`config.mk`:
```
export PLATFORM = sky130hd
export DESIGN_NAME = roi_min_max_mean_stats_core
export DESIGN_NICKNAME = d
export VERILOG_FILES = /design/src/rtl/core/roimms_pkg.sv /design/src/rtl/core/roimms_div.sv /design/src/rtl/core/roimms_front.sv /design/src/rtl/core/roimms_queue.sv /design/src/rtl/core/roimms_back.sv /design/src/rtl/core/roi_min_max_mean_stats_core.sv
export VERILOG_INCLUDE_DIRS = /design/src /design/src/rtl/core
export SDC_FILE = /design/constraint.sdc
export NUM_CORES = 1
export LEC_CHECK = 0
export BUFFER_PORTS_ARGS = -buffer_cell sky130_fd_sc_hd__buf_2
export CAP_MARGIN = 20
export CORE_MARGIN = 4
export CORE_UTILIZATION = 48
export CTS_CLUSTER_SIZE = 14
export DETAILED_ROUTE_END_ITERATION = 6
export PLACE_DENSITY = 0.65
export SYNTH_ARGS = -nofsm -noshare
export SYNTH_HDL_FRONTEND = slang
export SYNTH_SLANG_ARGS = --single-unit
```
`constraint.sdc`:
```
create_clock -name clk -period 5.7 [get_ports clk]
set_input_delay 1.14 -clock clk [delete_from_list [all_inputs] [get_ports clk]]
set_output_delay 1.14 -clock clk [all_outputs]
set_load 0.01 [all_outputs]
```
`src/rtl/core/roi_min_max_mean_stats_core_assert.svh`:
```
// ----------------------------------------------------------------------------
// roi statistics assertion macros
// shared concurrent check forms for the roi statistics core
// ----------------------------------------------------------------------------
`ifndef ROI_MIN_MAX_MEAN_STATS_CORE_ASSERT_SVH
`define ROI_MIN_MAX_MEAN_STATS_CORE_ASSERT_SVH

// same-cycle implication, disabled while in reset
`define ROIMMS_ASSERT_IMP(label, clk, rst_n, ante, cons) \
	label: assert property (@(posedge clk) disable iff (!rst_n) (ante) |-> (cons)) \
		else $error("roimms: same-cycle check failed");

// next-cycle implication, disabled while in reset
`define ROIMMS_ASSERT_NXT(label, clk, rst_n, ante, cons) \
	label: assert property (@(posedge clk) disable iff (!rst_n) (ante) |=> (cons)) \
		else $error("roimms: next-cycle check failed");

`endif

```
`src/rtl/core/roimms_pkg.sv`:
```
// ----------------------------------------------------------------------------
// roimms_pkg
// types and constants shared by the roi statistics core
// ----------------------------------------------------------------------------
package roimms_pkg;

	localparam int MAX_DIM = 4096;
	localparam int REG_W   = 13;
	localparam int COORD_W = $clog2(MAX_DIM);
	localparam int VAL_W   = 16;
	localparam int SUM_W   = 40;
	localparam int CNT_W   = 25;
	localparam int QUEUE_DEPTH = 2;

	localparam logic [REG_W-1:0] DIM_LIM = REG_W'(MAX_DIM);

	typedef enum logic [1:0] {
		ST_OK     = 2'd0,
		ST_BOUNDS = 2'd1,
		ST_EMPTY  = 2'd2,
		ST_SHORT  = 2'd3
	} status_t;

	typedef enum logic [2:0] {
		REG_IMAGE_WIDTH   = 3'd0,
		REG_IMAGE_HEIGHT  = 3'd1,
		REG_REGION_LEFT   = 3'd2,
		REG_REGION_TOP    = 3'd3,
		REG_REGION_WIDTH  = 3'd4,
		REG_REGION_HEIGHT = 3'd5
	} reg_idx_t;

	typedef enum logic [1:0] {
		BK_ACC,
		BK_FIN,
		BK_DIV,
		BK_DONE
	} back_state_t;

	typedef struct packed {
		logic [REG_W-1:0] image_width;
		logic [REG_W-1:0] image_height;
		logic [REG_W-1:0] region_left;
		logic [REG_W-1:0] region_top;
		logic [REG_W-1:0] region_width;
		logic [REG_W-1:0] region_height;
	} cfg_t;

	// one classified pixel on its way from front to back
	typedef struct packed {
		logic signed [VAL_W-1:0] value;
		logic [COORD_W-1:0]      col;
		logic [COORD_W-1:0]      row;
		logic                    in_roi;
		logic                    fend;
		status_t                 pre_status;
	} req_t;

endpackage

```
`src/rtl/core/roimms_div.sv`:
```
// ----------------------------------------------------------------------------
// roimms_div
// restoring divider, one quotient bit per cycle, truncates toward zero
// ----------------------------------------------------------------------------
module roimms_div (
	input  logic                                 clk,
	input  logic                                 arst_n,
	input  logic                                 start,
	input  logic signed [roimms_pkg::SUM_W-1:0]  dividend,
	input  logic [roimms_pkg::CNT_W-1:0]         divisor,
	output logic                                 busy,
	output logic                                 done,
	output logic signed [roimms_pkg::VAL_W-1:0]  quotient
);
	import roimms_pkg::*;

	localparam int STEP_W = $clog2(SUM_W);

	logic [SUM_W-1:0]  mag_q;
	logic [CNT_W-1:0]  rem_q;
	logic [CNT_W-1:0]  dsr_q;
	logic              neg_q;
	logic [STEP_W-1:0] step_q;
	logic              busy_q;
	logic              done_q;
	logic [CNT_W:0]    rem_sh;
	logic              fits;
	logic [VAL_W-1:0]  q_lo;

	assign rem_sh = {rem_q, mag_q[SUM_W-1]};
	assign fits   = rem_sh >= {1'b0, dsr_q};

	always_ff @(posedge clk or negedge arst_n) begin
		if (!arst_n) begin
			busy_q <= 1'b0;
			done_q <= 1'b0;
			step_q <= '0;
		end else begin
			done_q <= 1'b0;
			if (start) begin
				busy_q <= 1'b1;
				step_q <= '0;
			end else if (busy_q) begin
				if (step_q == STEP_W'(SUM_W - 1)) begin
					busy_q <= 1'b0;
					done_q <= 1'b1;
				end
				step_q <= step_q + 1'b1;
			end
		end
	end

	always_ff @(posedge clk) begin
		if (start) begin
			neg_q <= dividend[SUM_W-1];
			mag_q <= dividend[SUM_W-1] ? SUM_W'(-dividend) : SUM_W'(dividend);
			rem_q <= '0;
			dsr_q <= divisor;
		end else if (busy_q) begin
			// quotient bits shift in where dividend bits shift out
			rem_q <= fits ? CNT_W'(rem_sh - {1'b0, dsr_q}) : rem_sh[CNT_W-1:0];
			mag_q <= {mag_q[SUM_W-2:0], fits};
		end
	end

	assign q_lo     = mag_q[VAL_W-1:0];
	assign quotient = neg_q ? VAL_W'(-q_lo) : q_lo;
	assign busy     = busy_q;
	assign done     = done_q;

endmodule

```
`src/rtl/core/roimms_front.sv`:
```
// ----------------------------------------------------------------------------
// roimms_front
// raster position tracking and pixel classification
// ----------------------------------------------------------------------------
module roimms_front (
	input  logic                                clk,
	input  logic                                arst_n,
	input  roimms_pkg::cfg_t                    cfg,
	input  logic                                s_tvalid,
	output logic                                s_tready,
	input  logic [roimms_pkg::VAL_W-1:0]        s_tdata,
	input  logic                                s_tlast,
	output logic                                push,
	input  logic                                push_ready,
	output roimms_pkg::req_t                    req
);
	import roimms_pkg::*;

	logic [COORD_W-1:0] col_q;
	logic [COORD_W-1:0] row_q;
	logic               past_end_q;
	logic [REG_W-1:0]   c_ext;
	logic [REG_W-1:0]   r_ext;
	logic [REG_W-1:0]   c_inc;
	logic [REG_W-1:0]   r_inc;
	logic [REG_W:0]     col_hi;
	logic [REG_W:0]     row_hi;
	logic               last;
	logic               in_roi;
	logic               bad_geom;
	status_t            pre;

	always_comb begin
		c_ext  = {1'b0, col_q};
		r_ext  = {1'b0, row_q};
		c_inc  = c_ext + 1'b1;
		r_inc  = r_ext + 1'b1;
		col_hi = {1'b0, cfg.region_left} + {1'b0, cfg.region_width};
		row_hi = {1'b0, cfg.region_top} + {1'b0, cfg.region_height};
		last   = (c_inc == cfg.image_width) && (r_inc == cfg.image_height);
		in_roi = !past_end_q &&
			(c_ext < cfg.image_width) && (r_ext < cfg.image_height) &&
			(c_ext >= cfg.region_left) && ({1'b0, c_ext} < col_hi) &&
			(r_ext >= cfg.region_top) && ({1'b0, r_ext} < row_hi);
		bad_geom = (cfg.image_width == '0) || (cfg.image_width > DIM_LIM) ||
			(cfg.image_height == '0) || (cfg.image_height > DIM_LIM) ||
			(col_hi > {1'b0, cfg.image_width}) || (row_hi > {1'b0, cfg.image_height});
		if (bad_geom) begin
			pre = ST_BOUNDS;
		end else if (past_end_q || !last) begin
			pre = ST_SHORT;
		end else begin
			pre = ST_OK;
		end
	end

	assign s_tready = push_ready;
	assign push     = s_tvalid && push_ready;

	always_comb begin
		req.value      = s_tdata;
		req.col        = col_q;
		req.row        = row_q;
		req.in_roi     = in_roi;
		req.fend       = s_tlast;
		req.pre_status = pre;
	end

	always_ff @(posedge clk or negedge arst_n) begin
		if (!arst_n) begin
			col_q      <= '0;
			row_q      <= '0;
			past_end_q <= 1'b0;
		end else if (push) begin
			if (s_tlast) begin
				col_q      <= '0;
				row_q      <= '0;
				past_end_q <= 1'b0;
			end else if (past_end_q || last) begin
				past_end_q <= 1'b1;
			end else if ((c_inc >= cfg.image_width) || (c_inc >= DIM_LIM)) begin
				// end of row, or the counter cannot go further
				if (r_inc >= DIM_LIM) begin
					past_end_q <= 1'b1;
				end else begin
					col_q <= '0;
					row_q <= r_inc[COORD_W-1:0];
				end
			end else begin
				col_q <= c_inc[COORD_W-1:0];
			end
		end
	end

endmodule

```
`src/rtl/core/roimms_queue.sv`:
```
// ----------------------------------------------------------------------------
// roimms_queue
// short request queue between the front and the back
// ----------------------------------------------------------------------------
module roimms_queue (
	input  logic              clk,
	input  logic              arst_n,
	input  logic              push,
	output logic              push_ready,
	input  roimms_pkg::req_t  push_req,
	output logic              pop_valid,
	input  logic              pop,
	output roimms_pkg::req_t  pop_req
);
	import roimms_pkg::*;

	localparam int PTR_W = (QUEUE_DEPTH > 1) ? $clog2(QUEUE_DEPTH) : 1;

	req_t             slot_q [QUEUE_DEPTH];
	logic [PTR_W-1:0] wr_q;
	logic [PTR_W-1:0] rd_q;
	logic [PTR_W:0]   cnt_q;

	assign push_ready = cnt_q != (PTR_W+1)'(QUEUE_DEPTH);
	assign pop_valid  = cnt_q != '0;
	assign pop_req    = slot_q[rd_q];

	always_ff @(posedge clk) begin
		if (push) begin
			slot_q[wr_q] <= push_req;
		end
	end

	always_ff @(posedge clk or negedge arst_n) begin
		if (!arst_n) begin
			wr_q  <= '0;
			rd_q  <= '0;
			cnt_q <= '0;
		end else begin
			if (push) begin
				wr_q <= (wr_q == PTR_W'(QUEUE_DEPTH - 1)) ? '0 : wr_q + 1'b1;
			end
			if (pop) begin
				rd_q <= (rd_q == PTR_W'(QUEUE_DEPTH - 1)) ? '0 : rd_q + 1'b1;
			end
			if (push && !pop) begin
				cnt_q <= cnt_q + 1'b1;
			end else if (pop && !push) begin
				cnt_q <= cnt_q - 1'b1;
			end
		end
	end

endmodule

```
`src/rtl/core/roimms_back.sv`:
```
// ----------------------------------------------------------------------------
// roimms_back
// region accumulation, end-of-frame status, mean division and result register
// ----------------------------------------------------------------------------
`include "roi_min_max_mean_stats_core_assert.svh"

module roimms_back (
	input  logic              clk,
	input  logic              arst_n,
	input  logic              req_valid,
	output logic              req_pop,
	input  roimms_pkg::req_t  req,
	output logic              m_tvalid,
	input  logic              m_tready,
	output logic [103:0]      m_tdata
);
	import roimms_pkg::*;

	back_state_t state_q;
	back_state_t state_d;

	logic signed [SUM_W-1:0] sum_q;
	logic [CNT_W-1:0]        count_q;
	logic signed [VAL_W-1:0] max_q;
	logic [COORD_W-1:0]      max_col_q;
	logic [COORD_W-1:0]      max_row_q;
	logic signed [VAL_W-1:0] min_q;
	logic [COORD_W-1:0]      min_col_q;
	logic [COORD_W-1:0]      min_row_q;
	logic                    any_q;
	status_t                 pre_q;
	status_t                 status_q;
	status_t                 fin_status;
	logic                    out_valid_q;
	logic [103:0]            out_data_q;

	logic                    out_free;
	logic                    div_start;
	logic                    load_out;
	logic                    div_busy;
	logic                    div_done;
	logic signed [VAL_W-1:0] div_q;
	logic                    max_win;
	logic                    min_win;
	logic                    earlier_max;
	logic                    earlier_min;

	roimms_div u_div (
		.clk      (clk),
		.arst_n   (arst_n),
		.start    (div_start),
		.dividend (sum_q),
		.divisor  (count_q),
		.busy     (div_busy),
		.done     (div_done),
		.quotient (div_q)
	);

	assign out_free   = !out_valid_q || m_tready;
	assign fin_status = (pre_q != ST_OK) ? pre_q : ((count_q == '0) ? ST_EMPTY : ST_OK);

	// next state
	always_comb begin
		state_d = state_q;
		unique case (state_q)
			BK_ACC: begin
				if (req_valid && req.fend) begin
					state_d = BK_FIN;
				end
			end
			BK_FIN: begin
				state_d = (fin_status == ST_OK) ? BK_DIV : BK_DONE;
			end
			BK_DIV: begin
				if (div_done) begin
					state_d = BK_DONE;
				end
			end
			BK_DONE: begin
				if (out_free) begin
					state_d = BK_ACC;
				end
			end
			default: state_d = BK_ACC;
		endcase
	end

	// state outputs
	always_comb begin
		req_pop   = 1'b0;
		div_start = 1'b0;
		load_out  = 1'b0;
		unique case (state_q)
			BK_ACC:  req_pop   = req_valid;
			BK_FIN:  div_start = fin_status == ST_OK;
			BK_DIV:  ;
			BK_DONE: load_out  = out_free;
			default: ;
		endcase
	end

	always_ff @(posedge clk or negedge arst_n) begin
		if (!arst_n) begin
			state_q <= BK_ACC;
		end else begin
			state_q <= state_d;
		end
	end

	// ties go to the smaller column, then the smaller row
	always_comb begin
		earlier_max = (req.col < max_col_q) || ((req.col == max_col_q) && (req.row < max_row_q));
		earlier_min = (req.col < min_col_q) || ((req.col == min_col_q) && (req.row < min_row_q));
		max_win = !any_q || (req.value > max_q) || ((req.value == max_q) && earlier_max);
		min_win = !any_q || (req.value < min_q) || ((req.value == min_q) && earlier_min);
	end

	always_ff @(posedge clk or negedge arst_n) begin
		if (!arst_n) begin
			sum_q     <= '0;
			count_q   <= '0;
			max_q     <= '0;
			max_col_q <= '0;
			max_row_q <= '0;
			min_q     <= '0;
			min_col_q <= '0;
			min_row_q <= '0;
			any_q     <= 1'b0;
			pre_q     <= ST_OK;
			status_q  <= ST_OK;
		end else begin
			if (load_out) begin
				sum_q     <= '0;
				count_q   <= '0;
				max_q     <= '0;
				max_col_q <= '0;
				max_row_q <= '0;
				min_q     <= '0;
				min_col_q <= '0;
				min_row_q <= '0;
				any_q     <= 1'b0;
			end else if (req_pop && req.in_roi) begin
				sum_q   <= sum_q + SUM_W'(req.value);
				count_q <= count_q + 1'b1;
				any_q   <= 1'b1;
				if (max_win) begin
					max_q     <= req.value;
					max_col_q <= req.col;
					max_row_q <= req.row;
				end
				if (min_win) begin
					min_q     <= req.value;
					min_col_q <= req.col;
					min_row_q <= req.row;
				end
			end
			if (req_pop && req.fend) begin
				pre_q <= req.pre_status;
			end
			if (state_q == BK_FIN) begin
				status_q <= fin_status;
			end
		end
	end

	always_ff @(posedge clk or negedge arst_n) begin
		if (!arst_n) begin
			out_valid_q <= 1'b0;
		end else if (load_out) begin
			out_valid_q <= 1'b1;
		end else if (m_tready) begin
			out_valid_q <= 1'b0;
		end
	end

	always_ff @(posedge clk) begin
		if (load_out) begin
			if (status_q == ST_OK) begin
				out_data_q <= {6'd0, min_row_q, min_col_q, min_q, max_row_q, max_col_q,
					max_q, div_q, status_q};
			end else begin
				out_data_q <= {102'd0, status_q};
			end
		end
	end

	assign m_tvalid = out_valid_q;
	assign m_tdata  = out_data_q;

	`ROIMMS_ASSERT_IMP(a_div_in_div_state, clk, arst_n, div_busy, state_q == BK_DIV)
	`ROIMMS_ASSERT_IMP(a_any_tracks_count, clk, arst_n, 1'b1, any_q == (count_q != '0))
	`ROIMMS_ASSERT_IMP(a_max_not_below_min, clk, arst_n, any_q, max_q >= min_q)
	`ROIMMS_ASSERT_NXT(a_fin_leaves, clk, arst_n, state_q == BK_FIN, state_q != BK_FIN)

endmodule

```
`src/rtl/core/roi_min_max_mean_stats_core.sv`:
```
// ----------------------------------------------------------------------------
// roi_min_max_mean_stats_core
// region-of-interest min / max / mean statistics over a raster pixel stream
// ----------------------------------------------------------------------------
// pixels enter on the s_ channel in raster order, one per request, tlast on
// the last pixel of the frame. inside the rectangle set over the apb port the
// core keeps sum, count, min and max with their coordinates; each frame_end
// pixel gives exactly one result on the m_ channel (status, mean, max, min).
// a front stage tracks column and row and classifies each pixel, a two-entry
// request queue feeds the back stage that accumulates one pixel per cycle.
// throughput is one pixel per cycle within a frame while the back stage is
// accumulating. an ok result goes through the fin, div and done states to the
// output register, any other status skips div; the mean comes from a 40-step
// one-bit-per-cycle divider; while it runs the back stage takes no pixels,
// so the input stalls after the frame_end of a frame with status ok. a
// finished result waits in its output register while the next frame's pixels
// keep flowing; a second frame_end waits until that register is taken. reset
// clears all frame state and sets a 640x512 image with an empty region. the
// user must write registers only while no frame is in progress; not enforced.
// ----------------------------------------------------------------------------
module roi_min_max_mean_stats_core (
	input  logic         clk,
	input  logic         arst_n,
	input  logic         psel,
	input  logic         penable,
	input  logic         pwrite,
	input  logic [4:0]   paddr,
	input  logic [31:0]  pwdata,
	output logic [31:0]  prdata,
	output logic         pready,
	input  logic         s_tvalid,
	output logic         s_tready,
	input  logic [15:0]  s_tdata,   // [15:0] pixel_value
	input  logic         s_tlast,
	output logic         m_tvalid,
	input  logic         m_tready,
	// [1:0] status, [17:2] mean_value, [33:18] max_value, [45:34] max_col,
	// [57:46] max_row, [73:58] min_value, [85:74] min_col, [97:86] min_row
	output logic [103:0] m_tdata
);
	import roimms_pkg::*;

	cfg_t     cfg_q;
	reg_idx_t reg_idx;
	logic     wr_en;
	logic     push;
	logic     push_ready;
	req_t     front_req;
	logic     q_valid;
	logic     q_pop;
	req_t     q_req;

	assign pready  = 1'b1;
	assign wr_en   = psel && penable && pwrite && pready;
	assign reg_idx = reg_idx_t'(paddr[4:2]);

	always_ff @(posedge clk or negedge arst_n) begin
		if (!arst_n) begin
			cfg_q.image_width   <= REG_W'(640);
			cfg_q.image_height  <= REG_W'(512);
			cfg_q.region_left   <= '0;
			cfg_q.region_top    <= '0;
			cfg_q.region_width  <= '0;
			cfg_q.region_height <= '0;
		end else if (wr_en) begin
			unique case (reg_idx)
				REG_IMAGE_WIDTH:   cfg_q.image_width   <= pwdata[REG_W-1:0];
				REG_IMAGE_HEIGHT:  cfg_q.image_height  <= pwdata[REG_W-1:0];
				REG_REGION_LEFT:   cfg_q.region_left   <= pwdata[REG_W-1:0];
				REG_REGION_TOP:    cfg_q.region_top    <= pwdata[REG_W-1:0];
				REG_REGION_WIDTH:  cfg_q.region_width  <= pwdata[REG_W-1:0];
				REG_REGION_HEIGHT: cfg_q.region_height <= pwdata[REG_W-1:0];
				default: ;
			endcase
		end
	end

	always_comb begin
		unique case (reg_idx)
			REG_IMAGE_WIDTH:   prdata = 32'(cfg_q.image_width);
			REG_IMAGE_HEIGHT:  prdata = 32'(cfg_q.image_height);
			REG_REGION_LEFT:   prdata = 32'(cfg_q.region_left);
			REG_REGION_TOP:    prdata = 32'(cfg_q.region_top);
			REG_REGION_WIDTH:  prdata = 32'(cfg_q.region_width);
			REG_REGION_HEIGHT: prdata = 32'(cfg_q.region_height);
			default:           prdata = '0;
		endcase
	end

	roimms_front u_front (
		.clk        (clk),
		.arst_n     (arst_n),
		.cfg        (cfg_q),
		.s_tvalid   (s_tvalid),
		.s_tready   (s_tready),
		.s_tdata    (s_tdata),
		.s_tlast    (s_tlast),
		.push       (push),
		.push_ready (push_ready),
		.req        (front_req)
	);

	roimms_queue u_queue (
		.clk        (clk),
		.arst_n     (arst_n),
		.push       (push),
		.push_ready (push_ready),
		.push_req   (front_req),
		.pop_valid  (q_valid),
		.pop        (q_pop),
		.pop_req    (q_req)
	);

	roimms_back u_back (
		.clk       (clk),
		.arst_n    (arst_n),
		.req_valid (q_valid),
		.req_pop   (q_pop),
		.req       (q_req),
		.m_tvalid  (m_tvalid),
		.m_tready  (m_tready),
		.m_tdata   (m_tdata)
	);

endmodule
```
==> impl_metrics.env <==
export IMPL_cts_hold_fix_buffers=0
export IMPL_detail_route_vias_per_cell=5.72
export IMPL_final_min_period_over_clock_period=0.866
export IMPL_grt_setup_unrepaired="no"
export IMPL_detailedRoute_firstPassIterationCount=6
export IMPL_clk_pin_slew_worst_paths_ns=0.06
export IMPL_floorplan_core_area_um2=65700
export IMPL_rows=94
export IMPL_num_nets_final=3612
export IMPL_grt_max_degree=102
export IMPL_full_die_area_um2=70500
export IMPL_crit_fanout=11
export IMPL_finish_utilization=0.544
export IMPL_final_layout_size_suffix_gt1_frac=0.112
export IMPL_grt_pass1_vias=23800
export IMPL_portBuffers=152
export IMPL_crit_path_end_kind="flip-flop"
export IMPL_grt_busiest_layer="met2"
export IMPL_finalHoldViolCount=0
export IMPL_syn_instance_count=3117
export IMPL_pin_count=200
export IMPL_max_slew_margin=0.322
export IMPL_synth_top_flop_cell="dfrtp_1"
export IMPL_timing_hold_ws_ns=0.485
export IMPL_worstMarginPinSlew_ns=1.02
export IMPL_setup_total_negative_slack_ns=0
export IMPL_hold_path_class="primary input to async pin"
export IMPL_synth_edff_count=252
export IMPL_run_status="complete, no violations"
export IMPL_initial_core_util=0.484
export IMPL_power_per_cell_area_nw_per_um2=502
export IMPL_clock_sinks=545
export IMPL_ctsResizeCount=0
export IMPL_gp_congestion=0.928
export IMPL_synth_seq_area_share=0.464
export IMPL_clock_fmax_mhz=203
export IMPL_die_height_um=265
export IMPL_synth_area_per_cell_um2=10.2
export IMPL_antenna_found_initial=4
export IMPL_min_period_ns=4.93
export IMPL_grt_use_met3=0.0309
export IMPL_timing_critical_path_arrival_ns=5.43
export IMPL_maxSlewViolCount=0
export IMPL_clock_tree_buffer_depth=3
export IMPL_place_detailed_hpwl_um=59000
export IMPL_wl_per_cell_um=19.5
export IMPL_overflow=0
export IMPL_critical_path_class="flip-flop to flip-flop"
export IMPL_synth_warnings=0
export IMPL_cts_made_buffers=60
export IMPL_clock_insertion_delay_worst_skew_ns=0.66
export IMPL_routed_via_count=23900
export IMPL_max_cap_violations=0
export IMPL_fin_cells=4176
export IMPL_critical_path_startpoint_type="flip-flop"
export IMPL_tritoncts="built"
export IMPL_post_cts_setup_buffer_count=0
export IMPL_critical_path_required_ns=6.20
export IMPL_post_synth_instance_area_um2=31800
export IMPL_total_leakage_power_nw=15.8
export IMPL_ir_worst_vdd_mv=0.318
export IMPL_yosysUniqueCellTypes=74
export IMPL_root_buffer="clkbuf_16"
export IMPL_fp_dieW_um=265
export IMPL_clock_skew_after_layout_ns=0.0552
export IMPL_clock_tree_htree_level_count=2
export IMPL_setup_viol=0
export IMPL_wire_length_of_the_first_global_routing_pass_um=130000
export IMPL_remaining_drc_errors=0
export IMPL_groute_usage_overall=0.227
export IMPL_use_met2=0.373
export IMPL_detail_route_antenna_nets=0
export IMPL_area_growth_synth_to_final_pct=12.4
export IMPL_finalWirelength_um=81300
export IMPL_detail_route_iter0_violations=1559
export IMPL_global_route_usage_met1=0.312
export IMPL_synth_seq_cells=545
export IMPL_placed_cells_incl_taps=4058
export IMPL_synthArstFlopShare=0.492
worst paths after layout:
kind                                         startpoint                            to  slack, ns  cells after the start
setup / recovery           u_front.col_q[1]$_DFFE_PN0P_  u_front.row_q[1]$_DFFE_PN0P_       0.77                     17
hold / removal                                   arst_n         cfg_q[53]$_DFFE_PN0P_       0.49                      1
setup reg to reg           u_front.col_q[1]$_DFFE_PN0P_  u_front.row_q[1]$_DFFE_PN0P_       0.77                     17
hold reg to reg             u_back.min_q[1]$_DFFE_PN0P_   u_back.min_q[1]$_DFFE_PN0P_       0.49                      1
max in group asynchronous                        arst_n   u_back.pre_q[1]$_DFFE_PN0P_       3.99                      2
min in group clk            u_back.min_q[1]$_DFFE_PN0P_   u_back.min_q[1]$_DFFE_PN0P_       0.49                      1
per-layer routing:
metal,routed length [um],vias up
met5,0,-
met4,2820,0
met3,3970,160
met2,38000,641
met1,36500,11600
li1,-,11500
where the power goes:
group | switching [mW] | internal [mW] | total (mW)
logic | 4.61 | 3.09 | 7.70
clock network | 1.69 | 2.49 | 4.18
registers | 0.803 | 5.27 | 6.07
total | 7.10 | 10.9 | 17.9
cells in the final DEF (no fill, tap or decap), types with 24 or more instances in the layout:
master,Yosys,final
buf_2,1,151
clkbuf_16,0,60
nand2_1,250,249
a31oi_1,24,24
conb_1,2,26
mux2_2,48,48
nor2_1,240,237
o21ai_0,197,197
nor2b_1,29,29
o31ai_1,31,31
mux2i_1,83,83
dfrtp_1,265,264
xor2_1,108,108
o2bb2ai_1,80,80
a211oi_1,31,31
a21o_1,78,78
a21oi_1,194,193
nand4_1,38,38
nand2b_1,31,31
dfxtp_1,25,25
inv_1,266,265
buf_4,26,28
ha_1,289,289
nand3_1,59,59
edfxtp_1,252,252
xnor2_1,67,67
cell usage after synthesis, types with 17 or more instances:
cell type	number	area, um^2
dfxtp_1	25	500
or3_1	19	119
nor2b_1	29	181
and3_1	19	119
buf_1	19	71.3
nand2_1	250	938
inv_1	266	998
o2bb2ai_1	80	701
ha_1	289	3620
edfxtp_1	252	7570
o31ai_1	31	233
mux2_2	48	541
buf_4	26	195
o21ai_0	197	986
a21o_1	78	586
mux2i_1	83	831
nand4_1	38	238
nor2_1	240	901
o221ai_1	17	149
nor3_1	22	110
a211oi_1	31	233
dfrtp_1	265	6630
nor4_1	18	113
xnor2_1	67	587
nand3_1	59	295
a21oi_1	194	971
xor2_1	108	946
o21a_1	20	150
nand2b_1	31	194
a31oi_1	24	150
clkbuf_1	85	319
logic make-up (layout without fill, tap and decap cells):
logic type / after synthesis / after routing / synth area share
xor gates and xnor gates: 175 / 175 / 0.0482
and+or+nand+nor: 793 / 793 / 0.117
adders and majority gates: 293 / 293 / 0.116
muxes: 134 / 134 / 0.0452
DFF: 545 / 545 / 0.464
AOI/OAI and AO/OA: 778 / 778 / 0.158
buffers and inverters: 397 / 566 / 0.0499
other: 2 / 28 / 0.000236
final cells by class:
type                    instances  area [um^2]
inverters                     266         1000
clock buffers                  71         1570
flip-flops and latches        545        14800
clock inverters                43          588
multi-input cells            2199        15600
repair buffers                186         1120
well taps                     864         1080
diodes                          2         5.00
fillers                      5738        30000
per-stage QoR:
| step | area [um^2] | worst slack (ns) | total power [mW] |
|---|---|---|---|
| global route | 35700 | 0.328 | 19.3 |
| CTS | 35700 | 0.865 | 18.0 |
| floorplan | 31900 | 0.554 | 11.5 |
| finish | 35800 | 0.766 | 17.9 |
| detailed placement | 33500 | 0.901 | 13.8 |
| global placement | 33500 | 0.879 | 13.5 |
worst max-delay path, stage by stage (launching register included):
cell and delay (ns):
dfrtp_1 0.58, ha_1 0.31, nand3_1 0.15, nor2_1 0.24, and3_1 0.29, nand3_1 0.12
xnor2_1 0.19, ha_1 0.32, nand4_1 0.14, nor4_1 0.34, buf_4 0.20, o2111ai_1 0.12
a2111oi_0 0.51, o2111ai_1 0.31, nor2b_1 0.26, nand3_1 0.31, or2_2 0.31, o21ai_0 0.11
flip-flops by register name, indices dropped and copies added, names as in the netlist, 16 cells and up:
register / flops
u_back.u_div.mag_q: 40
u_back.sum_q: 40
u_back.max_q: 16
u_queue.slot_q: 88
u_back.count_q: 25
u_back.min_q: 16
cfg_q: 78
u_back.u_div.rem_q: 25
u_back.u_div.dsr_q: 25
u_back.m_tdata: 98
Note: power is estimated with default switching activity, not from simulation.
